==> src/hw/rtl/dmf_pkg.sv <==
// Shared widths, defaults and controller/datapath interface types for the duplicate filter.
package dmf_pkg;

    // Field widths of one message and one result
    localparam int SRC_W     = 32;
    localparam int SER_W     = 8;
    localparam int S_TDATA_W = 40;
    localparam int M_TDATA_W = 8;

    // Default table geometry
    localparam int SLOT_COUNT_DEF    = 16;
    localparam int HISTORY_DEPTH_DEF = 5;

    // Commands from the controller to the datapath
    typedef struct packed {
        logic in_load;      // capture the incoming transaction
        logic scan_start;   // read slot 0
        logic scan_next;    // read the following slot
        logic hit_capture;  // keep the row of the matching slot
        logic hist_next;    // step to the next ring entry
        logic hit_write;    // store the serial in the matching slot
        logic miss_read;    // advance the replace pointer and read that slot
        logic miss_write;   // take over the replaced slot
        logic set_dup;      // flag the message as a duplicate
        logic out_load;     // move the result into the output register
    } dmf_cmd_t;

    // Status from the datapath to the controller
    typedef struct packed {
        logic src_match;    // row on the read port belongs to this source
        logic slot_last;    // row on the read port is the last slot
        logic ser_match;    // current ring entry equals the serial
        logic hist_last;    // current ring entry is the last one
        logic out_free;     // output register can take a result
    } dmf_sts_t;

endpackage

==> src/hw/rtl/duplicate_message_filter_top.sv <==
// Duplicate message filter: flags messages whose serial was recently seen from their source.
// The time from accept to m_tvalid depends on the slot scan through the single read
// port of the slot table, on the ring check and on the output register being free.
// One message at a time: the next is accepted once the result reaches the output
// register, which a result can enter only once the pending one has been taken.
// Reset: aresetn marks all slots unwritten (read as zero) and clears the replace pointer.
module duplicate_message_filter_top #(
    parameter int SLOT_COUNT    = dmf_pkg::SLOT_COUNT_DEF,
    parameter int HISTORY_DEPTH = dmf_pkg::HISTORY_DEPTH_DEF
) (
    input  logic                            aclk,
    input  logic                            aresetn,
    input  logic                            s_tvalid,
    output logic                            s_tready,
    input  logic [dmf_pkg::S_TDATA_W-1:0]   s_tdata,  // [31:0] source_id, [39:32] serial_number
    output logic                            m_tvalid,
    input  logic                            m_tready,
    output logic [dmf_pkg::M_TDATA_W-1:0]   m_tdata   // [0] is_duplicate
);

    localparam int SRC_W = dmf_pkg::SRC_W;
    localparam int SER_W = dmf_pkg::SER_W;

    dmf_pkg::dmf_cmd_t cmd;
    dmf_pkg::dmf_sts_t sts;
    logic              out_is_duplicate;

    // Sequence one transaction through the table
    dmf_ctrl u_ctrl (
        .aclk     (aclk),
        .aresetn  (aresetn),
        .s_tvalid (s_tvalid),
        .s_tready (s_tready),
        .sts      (sts),
        .cmd      (cmd)
    );

    // Table, compare and output register
    dmf_dpath #(
        .SLOT_COUNT    (SLOT_COUNT),
        .HISTORY_DEPTH (HISTORY_DEPTH)
    ) u_dpath (
        .aclk             (aclk),
        .aresetn          (aresetn),
        .in_source_id     (s_tdata[SRC_W-1:0]),
        .in_serial_number (s_tdata[SRC_W +: SER_W]),
        .cmd              (cmd),
        .sts              (sts),
        .out_valid        (m_tvalid),
        .out_is_duplicate (out_is_duplicate),
        .out_ready        (m_tready)
    );

    assign m_tdata = {{(dmf_pkg::M_TDATA_W - 1){1'b0}}, out_is_duplicate};

endmodule

==> src/hw/rtl/dmf_ram.sv <==
// Generic single-port-write, single-port-read RAM with registered read data.
module dmf_ram #(
    parameter int WIDTH = 8,
    parameter int DEPTH = 16
) (
    input  logic                     aclk,
    input  logic                     wr_en,
    input  logic [$clog2(DEPTH)-1:0] wr_addr,
    input  logic [WIDTH-1:0]         wr_data,
    input  logic                     rd_en,
    input  logic [$clog2(DEPTH)-1:0] rd_addr,
    output logic [WIDTH-1:0]         rd_data
);

    logic [WIDTH-1:0] mem [DEPTH];
    logic [WIDTH-1:0] rd_data_reg;

    // Write port
    always_ff @(posedge aclk) begin
        if (wr_en) begin
            mem[wr_addr] <= wr_data;
        end
    end

    // Registered read port, holds its data while not enabled
    always_ff @(posedge aclk) begin
        if (rd_en) begin
            rd_data_reg <= mem[rd_addr];
        end
    end

    assign rd_data = rd_data_reg;

endmodule

==> src/hw/rtl/dmf_ctrl.sv <==
// Controller state machine: sequences the slot scan, ring check and table update.
module dmf_ctrl (
    input  logic              aclk,
    input  logic              aresetn,
    input  logic              s_tvalid,
    output logic              s_tready,
    input  dmf_pkg::dmf_sts_t sts,
    output dmf_pkg::dmf_cmd_t cmd
);

    localparam logic [2:0] ST_IDLE    = 3'd0;
    localparam logic [2:0] ST_SCAN    = 3'd1;
    localparam logic [2:0] ST_HIST    = 3'd2;
    localparam logic [2:0] ST_UPD     = 3'd3;
    localparam logic [2:0] ST_MISS    = 3'd4;
    localparam logic [2:0] ST_MISS_WR = 3'd5;
    localparam logic [2:0] ST_RESULT  = 3'd6;

    logic [2:0] state_reg;
    logic [2:0] state_next;

    assign s_tready = (state_reg == ST_IDLE);

    // Next state and commands
    always_comb begin
        state_next = state_reg;
        cmd        = '0;
        unique case (state_reg)
            ST_IDLE: begin
                if (s_tvalid) begin
                    cmd.in_load    = 1'b1;
                    cmd.scan_start = 1'b1;
                    state_next     = ST_SCAN;
                end
            end
            ST_SCAN: begin
                priority if (sts.src_match) begin
                    cmd.hit_capture = 1'b1;
                    state_next      = ST_HIST;
                end else if (sts.slot_last) begin
                    state_next = ST_MISS;
                end else begin
                    cmd.scan_next = 1'b1;
                end
            end
            ST_HIST: begin
                priority if (sts.ser_match) begin
                    cmd.set_dup = 1'b1;
                    state_next  = ST_RESULT;
                end else if (sts.hist_last) begin
                    state_next = ST_UPD;
                end else begin
                    cmd.hist_next = 1'b1;
                end
            end
            ST_UPD: begin
                cmd.hit_write = 1'b1;
                state_next    = ST_RESULT;
            end
            ST_MISS: begin
                cmd.miss_read = 1'b1;
                state_next    = ST_MISS_WR;
            end
            ST_MISS_WR: begin
                cmd.miss_write = 1'b1;
                state_next     = ST_RESULT;
            end
            ST_RESULT: begin
                if (sts.out_free) begin
                    cmd.out_load = 1'b1;
                    state_next   = ST_IDLE;
                end
            end
            default: begin
                state_next = ST_IDLE;
            end
        endcase
    end

    // State register
    always_ff @(posedge aclk) begin
        if (!aresetn) begin
            state_reg <= ST_IDLE;
        end else begin
            state_reg <= state_next;
        end
    end

    // An accepted transaction always starts the slot scan
    a_accept_scan: assert property (@(posedge aclk) disable iff (!aresetn)
        (s_tvalid && s_tready) |=> (state_reg == ST_SCAN))
        else $error("accepted transaction did not start the scan");

endmodule

==> src/hw/rtl/dmf_dpath.sv <==
// Datapath: slot table RAM, message registers, ring compare and output register.
module dmf_dpath #(
    parameter int SLOT_COUNT    = dmf_pkg::SLOT_COUNT_DEF,
    parameter int HISTORY_DEPTH = dmf_pkg::HISTORY_DEPTH_DEF
) (
    input  logic                       aclk,
    input  logic                       aresetn,
    input  logic [dmf_pkg::SRC_W-1:0]  in_source_id,
    input  logic [dmf_pkg::SER_W-1:0]  in_serial_number,
    input  dmf_pkg::dmf_cmd_t          cmd,
    output dmf_pkg::dmf_sts_t          sts,
    output logic                       out_valid,
    output logic                       out_is_duplicate,
    input  logic                       out_ready
);

    localparam int SRC_W    = dmf_pkg::SRC_W;
    localparam int SER_W    = dmf_pkg::SER_W;
    localparam int SLOT_W   = $clog2(SLOT_COUNT);
    localparam int PTR_W    = (HISTORY_DEPTH > 1) ? $clog2(HISTORY_DEPTH) : 1;
    localparam int HIST_W   = SER_W * HISTORY_DEPTH;
    localparam int HIST_LSB = SRC_W;
    localparam int PTR_LSB  = SRC_W + HIST_W;
    localparam int ROW_W    = SRC_W + HIST_W + PTR_W;

    // Row layout, lowest bits first: source, ring entries 0..N-1, ring pointer
    logic [SRC_W-1:0]      src_reg;
    logic [SER_W-1:0]      ser_reg;
    logic [SLOT_W-1:0]     rd_slot_reg;
    logic [SLOT_W-1:0]     rep_reg;
    logic [SLOT_W-1:0]     rep_next;
    logic [SLOT_COUNT-1:0] valid_reg;
    logic [ROW_W-1:0]      row_reg;
    logic [PTR_W-1:0]      h_reg;
    logic                  dup_reg;
    logic                  out_valid_reg;
    logic                  out_dup_reg;

    logic              rd_en;
    logic [SLOT_W-1:0] rd_addr;
    logic [ROW_W-1:0]  rd_data;
    logic [ROW_W-1:0]  row_eff;
    logic              wr_en;
    logic [ROW_W-1:0]  wr_data;
    logic [ROW_W-1:0]  upd_row;
    logic [ROW_W-1:0]  miss_row;
    logic [PTR_W-1:0]  cur_ptr;
    logic [PTR_W-1:0]  upd_ptr;
    logic [SER_W-1:0]  hist_entry [HISTORY_DEPTH];

    // Slot table
    dmf_ram #(
        .WIDTH (ROW_W),
        .DEPTH (SLOT_COUNT)
    ) u_table (
        .aclk    (aclk),
        .wr_en   (wr_en),
        .wr_addr (rd_slot_reg),
        .wr_data (wr_data),
        .rd_en   (rd_en),
        .rd_addr (rd_addr),
        .rd_data (rd_data)
    );

    // Select the read address
    assign rep_next = (rep_reg == SLOT_W'(SLOT_COUNT - 1)) ? '0 : rep_reg + 1'b1;
    assign rd_en    = cmd.scan_start | cmd.scan_next | cmd.miss_read;

    always_comb begin
        priority if (cmd.scan_next) begin
            rd_addr = rd_slot_reg + 1'b1;
        end else if (cmd.miss_read) begin
            rd_addr = rep_next;
        end else begin
            rd_addr = '0;
        end
    end

    // A slot never written reads as all zero
    assign row_eff = valid_reg[rd_slot_reg] ? rd_data : '0;

    // Ring entries of the captured row
    always_comb begin
        for (int i = 0; i < HISTORY_DEPTH; i++) begin
            hist_entry[i] = row_reg[HIST_LSB + SER_W * i +: SER_W];
        end
    end

    // Advance the ring pointer and store the serial at the new entry
    assign cur_ptr = row_reg[PTR_LSB +: PTR_W];
    assign upd_ptr = (cur_ptr == PTR_W'(HISTORY_DEPTH - 1)) ? '0 : cur_ptr + 1'b1;

    always_comb begin
        upd_row = row_reg;
        upd_row[PTR_LSB +: PTR_W] = upd_ptr;
        for (int i = 0; i < HISTORY_DEPTH; i++) begin
            if (PTR_W'(i) == upd_ptr) begin
                upd_row[HIST_LSB + SER_W * i +: SER_W] = ser_reg;
            end
        end
    end

    // Replaced slot: new source and ring entry 0, keep the rest
    always_comb begin
        miss_row = row_eff;
        miss_row[SRC_W-1:0] = src_reg;
        miss_row[HIST_LSB +: SER_W] = ser_reg;
    end

    assign wr_en   = cmd.hit_write | cmd.miss_write;
    assign wr_data = cmd.hit_write ? upd_row : miss_row;

    // Status toward the controller
    assign sts.src_match = (row_eff[SRC_W-1:0] == src_reg);
    assign sts.slot_last = (rd_slot_reg == SLOT_W'(SLOT_COUNT - 1));
    assign sts.ser_match = (hist_entry[h_reg] == ser_reg);
    assign sts.hist_last = (h_reg == PTR_W'(HISTORY_DEPTH - 1));
    assign sts.out_free  = !out_valid_reg || out_ready;

    // Message, row and ring index registers
    always_ff @(posedge aclk) begin
        if (cmd.in_load) begin
            src_reg <= in_source_id;
            ser_reg <= in_serial_number;
        end
        if (rd_en) begin
            rd_slot_reg <= rd_addr;
        end
        if (cmd.hit_capture) begin
            row_reg <= row_eff;
        end
        if (cmd.hit_capture) begin
            h_reg <= '0;
        end else if (cmd.hist_next) begin
            h_reg <= h_reg + 1'b1;
        end
    end

    // Control state: replace pointer, written-slot marks, duplicate flag, output
    always_ff @(posedge aclk) begin
        if (!aresetn) begin
            rep_reg       <= '0;
            valid_reg     <= '0;
            dup_reg       <= 1'b0;
            out_valid_reg <= 1'b0;
        end else begin
            if (cmd.miss_read) begin
                rep_reg <= rep_next;
            end
            if (wr_en) begin
                valid_reg[rd_slot_reg] <= 1'b1;
            end
            if (cmd.in_load) begin
                dup_reg <= 1'b0;
            end else if (cmd.set_dup) begin
                dup_reg <= 1'b1;
            end
            if (cmd.out_load) begin
                out_valid_reg <= 1'b1;
            end else if (out_ready) begin
                out_valid_reg <= 1'b0;
            end
        end
    end

    // Result payload
    always_ff @(posedge aclk) begin
        if (cmd.out_load) begin
            out_dup_reg <= dup_reg;
        end
    end

    assign out_valid        = out_valid_reg;
    assign out_is_duplicate = out_dup_reg;

    // Table reads and writes never share a cycle
    a_no_rw_overlap: assert property (@(posedge aclk) disable iff (!aresetn)
        !(wr_en && rd_en))
        else $error("table read and write in the same cycle");

    // A written ring pointer stays inside the ring
    a_ptr_range: assert property (@(posedge aclk) disable iff (!aresetn)
        wr_en |-> (wr_data[PTR_LSB +: PTR_W] <= PTR_W'(HISTORY_DEPTH - 1)))
        else $error("ring pointer out of range");

    // A loaded result is not overwritten before it is taken
    a_out_hold: assert property (@(posedge aclk) disable iff (!aresetn)
        (out_valid_reg && !out_ready) |=> (out_valid_reg && $stable(out_dup_reg)))
        else $error("pending result lost");

endmodule

==> config.mk <==
export PLATFORM = sky130hd
export DESIGN_NAME = duplicate_message_filter_top
export DESIGN_NICKNAME = d
export VERILOG_FILES = /design/src/hw/rtl/dmf_pkg.sv /design/src/hw/rtl/duplicate_message_filter_top.sv /design/src/hw/rtl/dmf_ram.sv /design/src/hw/rtl/dmf_ctrl.sv /design/src/hw/rtl/dmf_dpath.sv
export SDC_FILE = /design/constraint.sdc
export NUM_CORES = 2
export LEC_CHECK = 0
export ABC_AREA = 1
export BUFFER_PORTS_ARGS = -buffer_cell sky130_fd_sc_hd__buf_2
export CAP_MARGIN = 15
export CORE_MARGIN = 8
export CORE_UTILIZATION = 24
export DETAILED_ROUTE_END_ITERATION = 6
export GPL_TIMING_DRIVEN = 0
export PLACE_DENSITY = 0.37
export SYNTH_ARGS = -nofsm -noshare
export SYNTH_HDL_FRONTEND = slang
export SYNTH_SLANG_ARGS = --single-unit
export TNS_END_PERCENT = 50
==> constraint.sdc <==
create_clock -name aclk -period 6.99 [get_ports aclk]
set_clock_uncertainty 0.1 [all_clocks]
set_input_delay 0.3495 -clock aclk [delete_from_list [all_inputs] [get_ports aclk]]
set_output_delay 0.3495 -clock aclk [all_outputs]
set_load 0.02 [all_outputs]
After elaboration in Yosys (flattened, before gate mapping)
Memory sizes are Yosys's and may differ from the RTL's. A register that Yosys moved wholly into a read port is not among the register bits.
Index checks and enable logic that the tools add are counted.

operators by class
  add/subtract/negate cells = 4
  $lt $le $gt $ge = 3
  eq/ne operators = 20
  muxes and demuxes = 45
  bitwise operators = 6
  reductions and logical operators = 9

operators by type and width
  cell                   number
  $mux W75               2
  $mux W8                7
  $eq A32 B32 Y1         1
  $bmux W8 S3            1
  $mux W3                7
  $mux W1                19
  $pmux W3 S6            1
  $or A16 B16 Y16        1
  $eq A3 B3 Y1 const B   5
  $mux W4                3
  $add A4 B1 Y4 const B  2
  $eq A4 B4 Y1 const B   2
  $eq A8 B8 Y1           1
  $add A3 B1 Y3 const B  2
  $eq A2 B3 Y1 const A   2
  $eq A3 B2 Y1 const B   2
  $logic_not A3 Y1       2
  $mux W2                3
  $ne A3 B3 Y1 const B   2
  $lt A4 B5 Y1 const B   1
  $bmux W1 S4            1
  $demux W1 S4           1
  $ge A4 B1 Y1 const B   1
  $ge A4 B4 Y1 const B   1
  13 further kinds       17

storage, ports and cells
  register bits after elaboration = 148
  memory bits (writable) = 1200
  output and inout port bits = 10
  memories = 1

memories
  name                 words  bits a word  rd ports  clocked after Yosys merged registers in  wr ports  line           source
  u_dpath.u_table.mem  16     75           1         1                                        1         dmf_ram.sv:15  logic [WIDTH-1:0] mem [DEPTH];

Depth between registers and ports, before layout
  depth in word-level cells = 8
  depth in mapped cells = 28

Cells and area by module
Synthesis repeated with hierarchy kept, for this count alone.

second synthesis, totals
  cell total of the unflattened synthesis = 5962
  area total of the unflattened synthesis = 62079.5 µm²

modules (own cells, without submodules)
  module                        times used  cells each  area an instance (µm²)  sequential area each (µm²)
  dmf_ram                       1           4929        53874.2                 38286.7
  dmf_dpath                     1           960         7793.7                  4103.9
  dmf_ctrl                      1           64          347.8                   60.1
  duplicate_message_filter_top  1           9           63.8                    0.0

Worst setup path before layout
OpenSTA, ideal clock, no wires.

  path kind = register to register
  start point = register u_ctrl.state_reg[2]
  end point = memory u_dpath.u_table.mem[7][0] in the netlist's numbering (enable)
  library setup time = 0.603 ns
  data arrival time = 6.682 ns
  required time = 6.287 ns
  path slack = -0.395 ns
  stages on the path, launching flop included = 8
  buffers on the path = 2
  clock period less this slack = 7.385 ns
  cells stage by stage = dfxtp_1 -> clkbuf_1 -> nor3_1 -> inv_1 -> clkbuf_1 -> nand2_1 -> inv_1 -> nor3_1

on the way
  longest elaborated chain between the ends = 5

ends and longest elaborated chain
  what                                          line              source
  start: declaration                            dmf_ctrl.sv:19    logic [2:0] state_reg;
  start signal: assignment                      dmf_ctrl.sv:85    state_reg <= state_next;
  $eq A3 B2 Y1 or $eq A3 B3 Y1 (tied branches)  dmf_ctrl.sv:28    unique case (state_reg)
  $mux W1                                       dmf_ctrl.sv:28
  $or A1 B1 Y1 *                                dmf_dpath.sv:110  assign wr_en = cmd.hit_write | cmd.miss_write;
  $mux W1 *                                     dmf_ram.sv:20     if (wr_en) begin
  $mux W1 (not written as such) *               dmf_ram.sv:21     mem[wr_addr] <= wr_data;
  end: declaration                              dmf_ram.sv:15

Every way passes the cells marked *; elsewhere a longest branch is shown, timed or not.

Worst setup path in the final report
  start point = register u_dpath.rd_slot_reg[0]
  end point = register u_dpath.u_table.rd_data_reg[50], in the netlist u_dpath.u_table.rd_data[50] (read register of u_dpath.u_table.mem) (data pin)

on the way
  longest elaborated chain between the ends = 8

ends and longest elaborated chain
  what                           line              source
  start: declaration             dmf_dpath.sv:29   logic [SLOT_W-1:0] rd_slot_reg;
  start signal: assignment       dmf_dpath.sv:127  rd_slot_reg <= rd_addr;
  $bmux W1 S4                    dmf_dpath.sv:80   assign row_eff = valid_reg[rd_slot_reg] ? rd_data : '0;
  $mux W1 (not written as such)  dmf_dpath.sv:80
  $mux W75                       dmf_dpath.sv:80
  $eq A32 B32 Y1                 dmf_dpath.sv:114  assign sts.src_match = (row_eff[SRC_W-1:0] == src_reg);
  $mux W1                        dmf_ctrl.sv:37    priority if (sts.src_match) begin
  $mux W2                        dmf_ctrl.sv:28
  $or A1 B1 Y1 (2 in series)     dmf_dpath.sv:67   assign rd_en = cmd.scan_start | cmd.scan_next | cmd.miss_read;
  end: declaration               dmf_ram.sv:16     logic [WIDTH-1:0] rd_data_reg;

Several ways; a longest one is shown, not always the timed one. The select of a mux whose other input is x is not followed.
A chain may end at the register's enable or synchronous reset.

==> flow_summary.toml <==
[layout]
area.growth.synth_to_final_pct = 19.5
nets = 6329
stdcell_area_mm2 = 0.0738
fin_util = 0.288
share_of_final_layout_standard_cells_stronger_than_drive_strength_1 = 0.104
final_layout_fill_cell_count = 26751
fin_cells = 9804
max_reg_flops = 1200

[timing]
rsz0062_at_grt = "no"
pnr_worst_setup_slack_ps = 495
final.hold.worst_slack_ps = 156
timing.max_slew.rel_slack = 0.144
totalNegativeSetupSlack_ps = 0
timing_hold_violations_final = 0
layout_worst_path_cycle_share = 0.929
worst_pin_slew_ps = 1280
max_clock_freq_mhz = 154
post_layout_min_period_ps = 6490
slew_viols_final = 0
finalSetupViolations = 0

[power]
power_density_mw_per_mm2 = 440
finalPower_mw = 32.5
p_leak_nw = 29.5
max-vdd-ir-drop_uv = 286

[yosys]
netlist_instances = 5894
synth_edf_count = 1395
ys_dominant_reg_cell = "sky130_fd_sc_hd__edfxtp_1"
netlist_top_cells_area = "sky130_fd_sc_hd__edfxtp_1 (68%), sky130_fd_sc_hd__nand3_1 (11%), sky130_fd_sc_hd__nand2_1 (9.5%)"
yosys_register_bits = 1423
synth_largest_type_area_fraction = 0.679
yosysWarnings = 0
synth.avg_cell_area_um2 = 10.5
yosysSeqAreaShare = 0.688
synthTopCellsByCount = "sky130_fd_sc_hd__nand2_1 (1,570), sky130_fd_sc_hd__edfxtp_1 (1,395), sky130_fd_sc_hd__nand3_1 (1,387)"
asyncSetResetFlopFracSynth = 0
cell_area_after_technology_mapping_mm2 = 0.0617
yosysMostFrequentCell = "sky130_fd_sc_hd__nand2_1"
netlist.top_cell.by_area = "sky130_fd_sc_hd__edfxtp_1"
synth.lib_cells_used.distinct = 30

[detailed_routing]
via_count = 44145
detail_route.drc_violations = 0
detail_route.vias_per_cell = 4.50
antenna_left = 0
drt-initial-drc-count = 3606
wirelength_mm = 236
first_pass_iters = 5
avgRoutedWirePerCell_um = 24.1

[setup_path]
crit_end_element = "flop"
critical-path-top-cell-by-count = "sky130_fd_sc_hd__nand2_1"
timing_startpoint_of_the_critical_path = "u_dpath.rd_slot_reg[0]$_DFFE_PP_"
startpoint_of_the_lowest_slack_register_to_register_path = "u_dpath.rd_slot_reg[0]$_DFFE_PP_"
critical_path_class = "flop to flop"
crit_path_max_incr_delay_ps = 710
timing.critical_path.arrival_ps = 6930
crit_path_max_fanout = 12
critical_path.startpoint_type = "flop"
critical_path_required_ps = 7430
crit_path_top_delay_cell = "sky130_fd_sc_hd__buf_2"

[placement]
place.gp.congestion = 0.813
dpl.cell_count = 9446
placedInstanceArea_mm2 = 0.0683
detailed_place_hpwl_mm = 164
buffer_ports.inserted = 46
place_worst_setup_slack_ps = 357

[cts]
clock_path_buffers = 3
htreeDepth = 4
tritoncts.num_buffers = 166
clock_insertion_delay_worst_skew_ps = 810
numClockSinks = 1423
tritoncts_clock_tree = "done"
clock-root-buffer = "sky130_fd_sc_hd__clkbuf_16"
clk_pin_slew_ps = 60

[floorplan]
design.portCount = 54
dieWidth_um = 523
core_area_mm2 = 0.256
die_height_um = 523
initial_utilization = 0.241
dieArea_mm2 = 0.274
placementRows = 186

[global_routing]
global_route_wire_length_before_repair_mm = 331
globalRouteOverflowTotal = 0
number_of_antenna_violations_at_the_first_check_in_global_routing = 22
pin_count_of_the_biggest_net_entering_global_routing = 44
via_count_of_the_first_global_routing_pass = 43079
grtUsageTotal = 0.169

[run_status]
outcome = "finished, final reports clean"

[flow_run]
cap_viol_max_count = 0

[worst_hold_path]
min-delay-start = "s_tdata[37]"
hold_path_class = "input pin to flop"
==> power by group <==
part	total, mW	switching [mW]	leakage [nW]	internal, mW
sequential	11.3	0.204	13.0	11.1
clock	8.26	3.65	2.46	4.61
combinational	12.9	9.97	14.1	2.97
==> worst max-delay path: cells and delay by family (launching register included) <==
kind	cells	cell delay, ps
AND/OR/NAND/NOR	16	2350
AO/OA/AOI/OAI	2	780
flip-flops	1	430
buffers and inverters	7	2450
==> area by class of cell <==
class                   instances  area, um2  area share
diodes                         12       30.0    0.000407
clock inverters                99        579     0.00785
clock buffers                 203       4450      0.0603
well taps                    3384       4230      0.0574
plain buffers                 360       1690      0.0229
multi-input cells            3317      14800       0.201
repair buffers                206       2500      0.0340
flip-flops and latches       1423      42500       0.575
inverters                     800       3010      0.0408
==> cells by family after synthesis <==
logic type,share of synthesized area
compound gates,0.0136
buf+inv,0.0758
other cells,0.0000608
xor+xnor,0.00170
flops,0.688
simple gates,0.219
fa+ha+maj,0.00223
==> what timing repair did <==
action,CTS,global route
setup endpoints to repair,0,0
gates resized for setup,0,0
hold buffers,44,0
buffers inserted,0,0
endpoints found under the hold margin,47,0
==> worst paths after layout <==
path | end | slack (ps) | depth (start not counted)
worst max-delay path | u_dpath.u_table.rd_data[50]$_DFFE_PP_ | 500 | 25
worst min-delay path | u_dpath.ser_reg[5]$_DFFE_PP_ | 160 | 2
worst max register to register | u_dpath.u_table.rd_data[50]$_DFFE_PP_ | 500 | 25
worst min register to register | u_dpath.out_is_duplicate$_DFFE_PP_ | 340 | 0
==> per-layer routing <==
metal / vias up / routed length (um) / track usage
li1: 20545 / - / -
met1: 22150 / 107000 / 0.229
met2: 1189 / 111000 / 0.280
met3: 257 / 12500 / 0.0277
met4: 4 / 5470 / 0.0425
met5: - / 34 / 0
==> cells in the final DEF, fill, tap and decap left out, types with 23 or more instances in the layout <==
master,netlist,routed
sky130_fd_sc_hd__dlygate4sd3_1,0,44
sky130_fd_sc_hd__buf_1,24,23
sky130_fd_sc_hd__inv_1,794,792
sky130_fd_sc_hd__nor2_1,149,136
sky130_fd_sc_hd__nand2_1,1570,1570
sky130_fd_sc_hd__clkbuf_16,0,173
sky130_fd_sc_hd__clkinv_2,0,27
sky130_fd_sc_hd__buf_12,0,40
sky130_fd_sc_hd__edfxtp_1,1395,1395
sky130_fd_sc_hd__a21oi_1,35,35
sky130_fd_sc_hd__o21ai_1,4,23
sky130_fd_sc_hd__buf_6,3,35
sky130_fd_sc_hd__nand3_1,1387,1386
sky130_fd_sc_hd__buf_4,10,30
sky130_fd_sc_hd__clkinv_1,2,57
sky130_fd_sc_hd__clkbuf_1,112,133
sky130_fd_sc_hd__o21ai_0,121,78
sky130_fd_sc_hd__dfxtp_1,28,28
sky130_fd_sc_hd__buf_2,211,258
sky130_fd_sc_hd__o21ai_2,1,25
(Power assumes the default switching activity.)
